File: config.mk
export PLATFORM = sky130hd
export DESIGN_NAME = sdfx_div
export DESIGN_NICKNAME = d
export VERILOG_FILES = /design/src/rtl/sdfx_pkg.sv /design/src/rtl/sdfx_div.sv
export VERILOG_INCLUDE_DIRS = /design/src /design/src/rtl
export SDC_FILE = /design/constraint.sdc
export NUM_CORES = 1
export LEC_CHECK = 0
export BUFFER_PORTS_ARGS = -buffer_cell sky130_fd_sc_hd__buf_2
export CAP_MARGIN = 40
export CORE_MARGIN = 2
export CORE_UTILIZATION = 48
export DETAILED_ROUTE_END_ITERATION = 10
export PLACE_DENSITY_LB_ADDON = 0.12
export SLEW_MARGIN = 30
export SYNTH_ARGS = -nofsm -noshare
export SYNTH_HDL_FRONTEND = slang
export SYNTH_SLANG_ARGS = --single-unit
File: constraint.sdc
create_clock -name clk -period 2.01 [get_ports clk]
set_input_delay 0.3015 -clock clk [delete_from_list [all_inputs] [get_ports clk]]
set_output_delay 0.3015 -clock clk [all_outputs]
set_load 0.03 [all_outputs]
File: src/rtl/sdf_extrapolate_smooth_grid_defines.svh
// assertion helpers shared by the rtl files
`ifndef SDF_EXTRAPOLATE_SMOOTH_GRID_DEFINES_SVH
`define SDF_EXTRAPOLATE_SMOOTH_GRID_DEFINES_SVH

// same-cycle implication, checked on clk, off during reset
`define SDFX_ASSERT_SAME(lbl, ante, cons, msg) \
  lbl: assert property (@(posedge clk) disable iff (!rst_n) (ante) |-> (cons)) \
    else $error(msg);

// next-cycle implication, checked on clk, off during reset
`define SDFX_ASSERT_NEXT(lbl, ante, cons, msg) \
  lbl: assert property (@(posedge clk) disable iff (!rst_n) (ante) |=> (cons)) \
    else $error(msg);

`endif

File: src/rtl/sdfx_pkg.sv
package sdfx_pkg;

  // grid limits
  localparam int MAX_X = 32;
  localparam int MAX_Y = 32;
  localparam int MAX_Z = 32;

  localparam int XW = (MAX_X > 1) ? $clog2(MAX_X) : 1;
  localparam int YW = (MAX_Y > 1) ? $clog2(MAX_Y) : 1;
  localparam int ZW = (MAX_Z > 1) ? $clog2(MAX_Z) : 1;
  localparam int CW = XW + YW + ZW;
  localparam int AW = CW + 1;

  // effective size width, holds up to 511
  localparam int SW = 9;
  localparam int REGW = 6;
  localparam int PASSW = 8;
  localparam int DW = 32;
  // sum of six 32-bit values plus sign
  localparam int DIVW = 36;
  localparam int NW = 3;

  typedef enum logic [1:0] {
    CMD_LOAD = 2'd0,
    CMD_RUN  = 2'd1,
    CMD_READ = 2'd2,
    CMD_NONE = 2'd3
  } cmd_t;

  typedef enum logic [2:0] {
    REG_SIZE_X        = 3'd0,
    REG_SIZE_Y        = 3'd1,
    REG_SIZE_Z        = 3'd2,
    REG_EXT_PASSES    = 3'd3,
    REG_SMOOTH_PASSES = 3'd4
  } reg_t;

  typedef enum logic [3:0] {
    ST_CLEAR,
    ST_IDLE,
    ST_READ,
    ST_GATHER,
    ST_DRAIN,
    ST_DECIDE,
    ST_DIVIDE,
    ST_WRITE,
    ST_PASS_END
  } state_t;

  typedef struct packed {
    logic busy;
    logic done;
  } div_stat_t;

  // zero acts as one, above the limit acts as the limit
  function automatic logic [SW-1:0] clamp_size(input logic [REGW-1:0] v,
                                               input logic [SW-1:0] maxv);
    logic [SW-1:0] ext;
    ext = {{(SW-REGW){1'b0}}, v};
    if (v == '0) begin
      return SW'(1);
    end else if (ext > maxv) begin
      return maxv;
    end
    return ext;
  endfunction

endpackage

File: src/rtl/sdfx_div.sv
`include "sdf_extrapolate_smooth_grid_defines.svh"

module sdfx_div (
  input  logic                         clk,
  input  logic                         rst_n,
  input  logic                         start,
  input  logic [sdfx_pkg::DIVW-1:0]    dividend,
  input  logic [sdfx_pkg::NW-1:0]      divisor,
  output sdfx_pkg::div_stat_t          stat,
  output logic [sdfx_pkg::DIVW-1:0]    quotient
);

  localparam int DIVW = sdfx_pkg::DIVW;
  localparam int NW = sdfx_pkg::NW;
  localparam int CNTW = $clog2(DIVW);

  logic              run_r;
  logic              done_r;
  logic [CNTW-1:0]   cnt_r;
  logic [DIVW-1:0]   q_r;
  logic [NW-1:0]     rem_r;
  logic [NW:0]       rem_sh;
  logic [NW:0]       rem_sub;
  logic              fits;
  logic              last;

  // one quotient bit per cycle, restoring
  always_comb begin
    rem_sh  = {rem_r, q_r[DIVW-1]};
    fits    = rem_sh >= {1'b0, divisor};
    rem_sub = rem_sh - {1'b0, divisor};
    last    = cnt_r == CNTW'(DIVW-1);
  end

  always_ff @(posedge clk) begin
    if (!rst_n) begin
      run_r  <= 1'b0;
      done_r <= 1'b0;
    end else begin
      done_r <= run_r && last;
      if (start) begin
        run_r <= 1'b1;
      end else if (run_r && last) begin
        run_r <= 1'b0;
      end
    end
  end

  always_ff @(posedge clk) begin
    if (start) begin
      q_r   <= dividend;
      rem_r <= '0;
      cnt_r <= '0;
    end else if (run_r) begin
      q_r   <= {q_r[DIVW-2:0], fits};
      rem_r <= fits ? rem_sub[NW-1:0] : rem_sh[NW-1:0];
      cnt_r <= cnt_r + CNTW'(1);
    end
  end

  assign stat.busy = run_r;
  assign stat.done = done_r;
  assign quotient  = q_r;

  `SDFX_ASSERT_NEXT(a_div_done_ends_run, run_r && last && !start, !run_r && done_r, "divider overran")
  `SDFX_ASSERT_SAME(a_div_done_not_busy, done_r && !start, !run_r, "divider done while running")
  `SDFX_ASSERT_NEXT(a_div_start_runs, start, run_r, "divider failed to start")

endmodule
==> Word level (Yosys, flattened, before mapping) <==
Cells that the tools add are included.
{ "classes": {"n_reduce_logical": 3, "bitwise_logic": 0, "div_mod_pow": 0, "mul": 0, "order_cmp": 1, "n_eq_ne": 1, "n_addsub": 2, "mux": 5, "shifts": 0} }
{ "ops": {"columns": ["cell", "n"], "rows": [
  ["36-bit two-way mux", 2],
  ["6-bit by 1-bit adder with 6-bit output (second input constant)", 1],
  ["6-bit == test (second input constant)", 1],
  ["4-bit by 3-bit greater-or-equal comparator with 1-bit output", 1],
  ["2-bit nonzero test", 2],
  ["3-bit two-way mux", 1],
  ["3-bit subtractor", 1],
  ["1-bit two-way mux", 2],
  ["1-bit logical AND", 1]
]} }
{ "totals": {"mem_bits_rw": 0, "latchBits": 0, "mem_bits_ro": 0, "wordCells": 17, "in_bits": 42, "output_inout_bits": 38, "reg_bits": 47, "n_memories": 0} }

==> Logic depth before layout (Yosys ltp) <==
{ "logic_depth": {"ltp_word": 4, "depth_mapped": 6, "mapped_depth_nobuf": 6} }

==> Worst setup path after synthesis <==
No wires, ideal clock.
{ "synth_timing": {"path_kind": "input-to-reg", "from": "in start", "to": "reg q_r[0], in the netlist quotient[0] (enable)", "required_time_ns": 1.619, "setup_ns": 0.391, "arrival_time_ns": 1.469, "setup_slack_ns": 0.151, "path_stages": 4, "n_path_buf": 2, "cell_sequence": "buf_2 -> buf_2 -> nor2_1 -> inv_1"} }
{ "synth_between": {"elab_chain_cells": 1} }
{ "synth_rtl": {"columns": ["element", "line_no", "text"], "rows": [
  ["from (decl)", "sdfx_div.sv:6", "input logic start,"],
  ["2-bit nonzero test (no line)", null, null],
  ["to (signal assigned)", "sdfx_div.sv:51", "q_r <= dividend;"],
  ["to (signal assigned)", "sdfx_div.sv:55", "q_r <= {q_r[DIVW-2:0], fits};"],
  ["to (decl)", "sdfx_div.sv:20", "logic [DIVW-1:0] q_r;"]
]} }
No other way between the ends.
A chain may end at the register's enable or synchronous reset.

==> Final worst setup path <==
{ "layout_timing": {"from": "reg q_r[35], in the netlist quotient[35]", "to": "reg rem_r[0]"} }
{ "layout_between": {"elab_chain_cells": 2, "elab_cells_between_ends": 3, "cone_classes": "add/sub (1); order compare (1); mux (1)"} }
{ "layout_rtl": {"columns": ["element", "line_no", "text"], "rows": [
  ["4-bit by 3-bit greater-or-equal comparator with 1-bit output or 3-bit subtractor (tied branches)", "sdfx_div.sv:30, sdfx_div.sv:31", null],
  ["3-bit two-way mux (*)", "sdfx_div.sv:56", "rem_r <= fits ? rem_sub[NW-1:0] : rem_sh[NW-1:0];"],
  ["to (signal assigned)", "sdfx_div.sv:56", null],
  ["to (decl)", "sdfx_div.sv:21", "logic [NW-1:0] rem_r;"]
]} }
Mark *: on every way between the ends. The rest lies on a longest branch, timed or not.

==> qor.csv <==
metric,value,unit
status,completed,
cts.sinks,47,
grt_pass1_wl,6.720,mm
yosysMostFrequentCell,edfxtp_1,
synth_fa_ha_area_frac,0.03337,
critPathSlowestCell,fa_1,
synth_top_family_by_area,multiplexers,
dieArea,4919,µm²
synthMuxAreaShare,0.1973,
r2r_end,rem_r[0],
drt_iter0_drc,122,
leakagePower,1.137,nW
worstMarginPinSlew,452.5,ps
antenna_cells,0,
syn_inst,142,
postLayoutCellArea,2644,µm²
min_path_type,input pin to flip-flop,
dr.pass1.iters,4,
portBuffers,79,
maxSlewHeadroom,0.6979,
reg2reg_depth,6,
syn_area,2100,µm²
synth_nets,189,
layout.nets,270,
layout-drive-gt1-share,0.5536,
max_cap_violations,0,
dp.cells,268,
end_kind,flip-flop,
worstPathRequired,2210,ps
post-route-util,0.6157,
ctsLongestPathBuffers,2,
slew_violations,0,
path_clk_slew,80,ps
crit_type,flip-flop to flip-flop,
synthTopCellsByCount,"edfxtp_1, mux2_2, dfxtp_1",
clock_skew,7.060,ps
max_freq,541.0,MHz
worstHoldPathCells,2,
synth_compound_area_frac,0.02980,
ys_seq_area_frac,0.6198,
dpl-instance-area,2562,µm²
worstPathArrival,2040,ps
drt_wl_total,4.088,mm
async_flop_share,0,
viasPerCell,5.141,
hp-start,rst_n,
synthToLayoutAreaGrowth,25.92,%
rows,24,
cts-resized-gates,0,
cts_hold_buffers,0,
slowest_delay,400,ps
synth_area_leaders,"edfxtp_1, mux2_2, dfxtp_1, ha_1, buf_2",
io_pins,80,
finalCriticalPeriod,1849,ps
finalCritPeriodShare,0.9197,
setup_viol,0,
clock_latency,300,ps
grt_pass1_vias,1442,
setup_tns,0,ps
final_cells,276,
route.vias.total,1419,
post_cts.repair.setup_buffers,0,
die-height,70.14,µm
core,4294,µm²
gp_congestion,0.7687,
synth_top_area_cell,edfxtp_1,
synth_top_area_share,0.5149,
grt_antenna_before_repair,0,
ant_nets,0,
gr-usage-all-layers,0.1757,
p_per_area,844.5,nW/µm²
wl_per_cell,14.81,µm
fillCellCount,359,
crit_chain,inv_1 > ha_1 > fa_1 > nand2b_1 > a21o_1 > a311oi_1,
dp_hpwl,3.063,mm
irDropWorstVdd,553.9,µV
ys_ff_latch,47,
worst_setup_path_start_kind,flip-flop,
synth_ff_type,edfxtp_1,
synth_xor_area_frac,0.01669,
cts_tree,yes,
yosys.area_share.simple,0.07092,
crit_path_max_fanout,6,
rsz0062_at_grt,false,
initial_utilization,0.4889,
netlist-cell-type-count,31,
r2r-start,quotient[35],
synth_edf_count,36,
root_buffer,clkbuf_8,
drc,0,
htree_num_levels,2,
grt_max_degree,37,
holdPathEnd,run_r,
synth_area_per_cell,14.79,µm²
r2r_slack,160,ps
numCtsBuffers,5,
overflow,0,
die_w,70.14,µm
ys_warn_count,0,
final_hold_viol_count,0,
[placed cells by master (no fill, tap or decap)]
cell / instances
and4b_1: 1
xor2_1: 3
a311oi_1: 1
nor2_1: 8
nand2b_1: 3
clkinv_2: 1
o21a_1: 1
o21ai_0: 2
a21boi_0: 1
ha_1: 4
and4_1: 1
a21o_1: 1
nand4_2: 1
clkinv_1: 1
nor4b_1: 1
buf_4: 1
and3b_1: 1
buf_2: 79
mux2_2: 35
dfxtp_1: 11
and3_1: 1
o311ai_1: 1
inv_1: 6
a21oi_1: 1
o31ai_1: 1
clkbuf_8: 5
fa_1: 1
xnor2_1: 1
nand4_1: 3
clkbuf_1: 1
edfxtp_1: 36
or3_1: 1
buf_12: 2
mux2i_1: 2
nand2_1: 4
nand3_1: 1
[worst max-delay path by stage]
| stage | from | cells past startpoint | slack, ps | endpoint |
|---|---|---|---|---|
| 2_1_floorplan | start | 4 | 150 | quotient[0] |
| 3_3_place_gp | divisor[0] | 6 | 310 | rem_r[1] |
| 3_5_place_dp | divisor[0] | 6 | 180 | rem_r[0] |
| 4_1_cts | quotient[35] | 6 | 170 | rem_r[0] |
| 5_1_grt | quotient[35] | 6 | 90 | rem_r[0] |
| 6_report | quotient[35] | 6 | 160 | rem_r[0] |
[state kept, by name, indices dropped and copies added (netlist names)]
signal	cells
run_r	1
quotient	36
rem_r	3
done_r	1
cnt_r	6
[power breakdown]
part           switching [mW]  internal, mW
combinational           0.298         0.190
clock                   0.295         0.239
sequential             0.0508          1.16
[stage by stage]
step                      total power, mW  hold slack, ps  setup WS, ps
after floorplan                     1.559           419.1         150.8
after global placement              1.700           445.2         308.3
after detailed placement            1.726           481.4         176.6
after CTS                           2.254           218.8         167.3
after global routing                2.336           227.8         94.99
final                               2.233           222.6         161.4
[final cells by class]
| cell class | instances | area (µm²) | area share |
|---|---|---|---|
| clock buffers | 6 | 72.57 | 0.02745 |
| inverters | 6 | 22.52 | 0.008519 |
| well taps | 52 | 65.06 | 0.02461 |
| multi-input cells | 81 | 730.7 | 0.2764 |
| flip-flops and latches | 47 | 1301 | 0.4922 |
| clock inverters | 2 | 8.758 | 0.003313 |
| repair buffers | 82 | 442.9 | 0.1675 |
[worst max-delay path: cells and delay by family (launching register included)]
family / cells / cell delay (ps)
and+or+nand+nor: 1 / 240
AOI/OAI and AO/OA: 2 / 480
DFF: 1 / 380
adders and majority gates: 2 / 590
buffers and inverters: 1 / 60
[logic make-up after synthesis]
kind of cell / Yosys count
fa+ha+maj: 5
simple gates: 26
xor+xnor: 4
buf+inv: 14
flops: 47
mux: 37
compound gates: 9
[per-layer routing]
layer | vias up | global-route usage | part of all wire
met1 | 654 | 0.2111 | 0.41
met5 | - | 0 | 0
li1 | 695 | - | -
met2 | 59 | 0.2836 | 0.49
met3 | 11 | 0.05339 | 0.070
met4 | 0 | 0.09402 | 0.026
(Power assumes the default switching activity.)
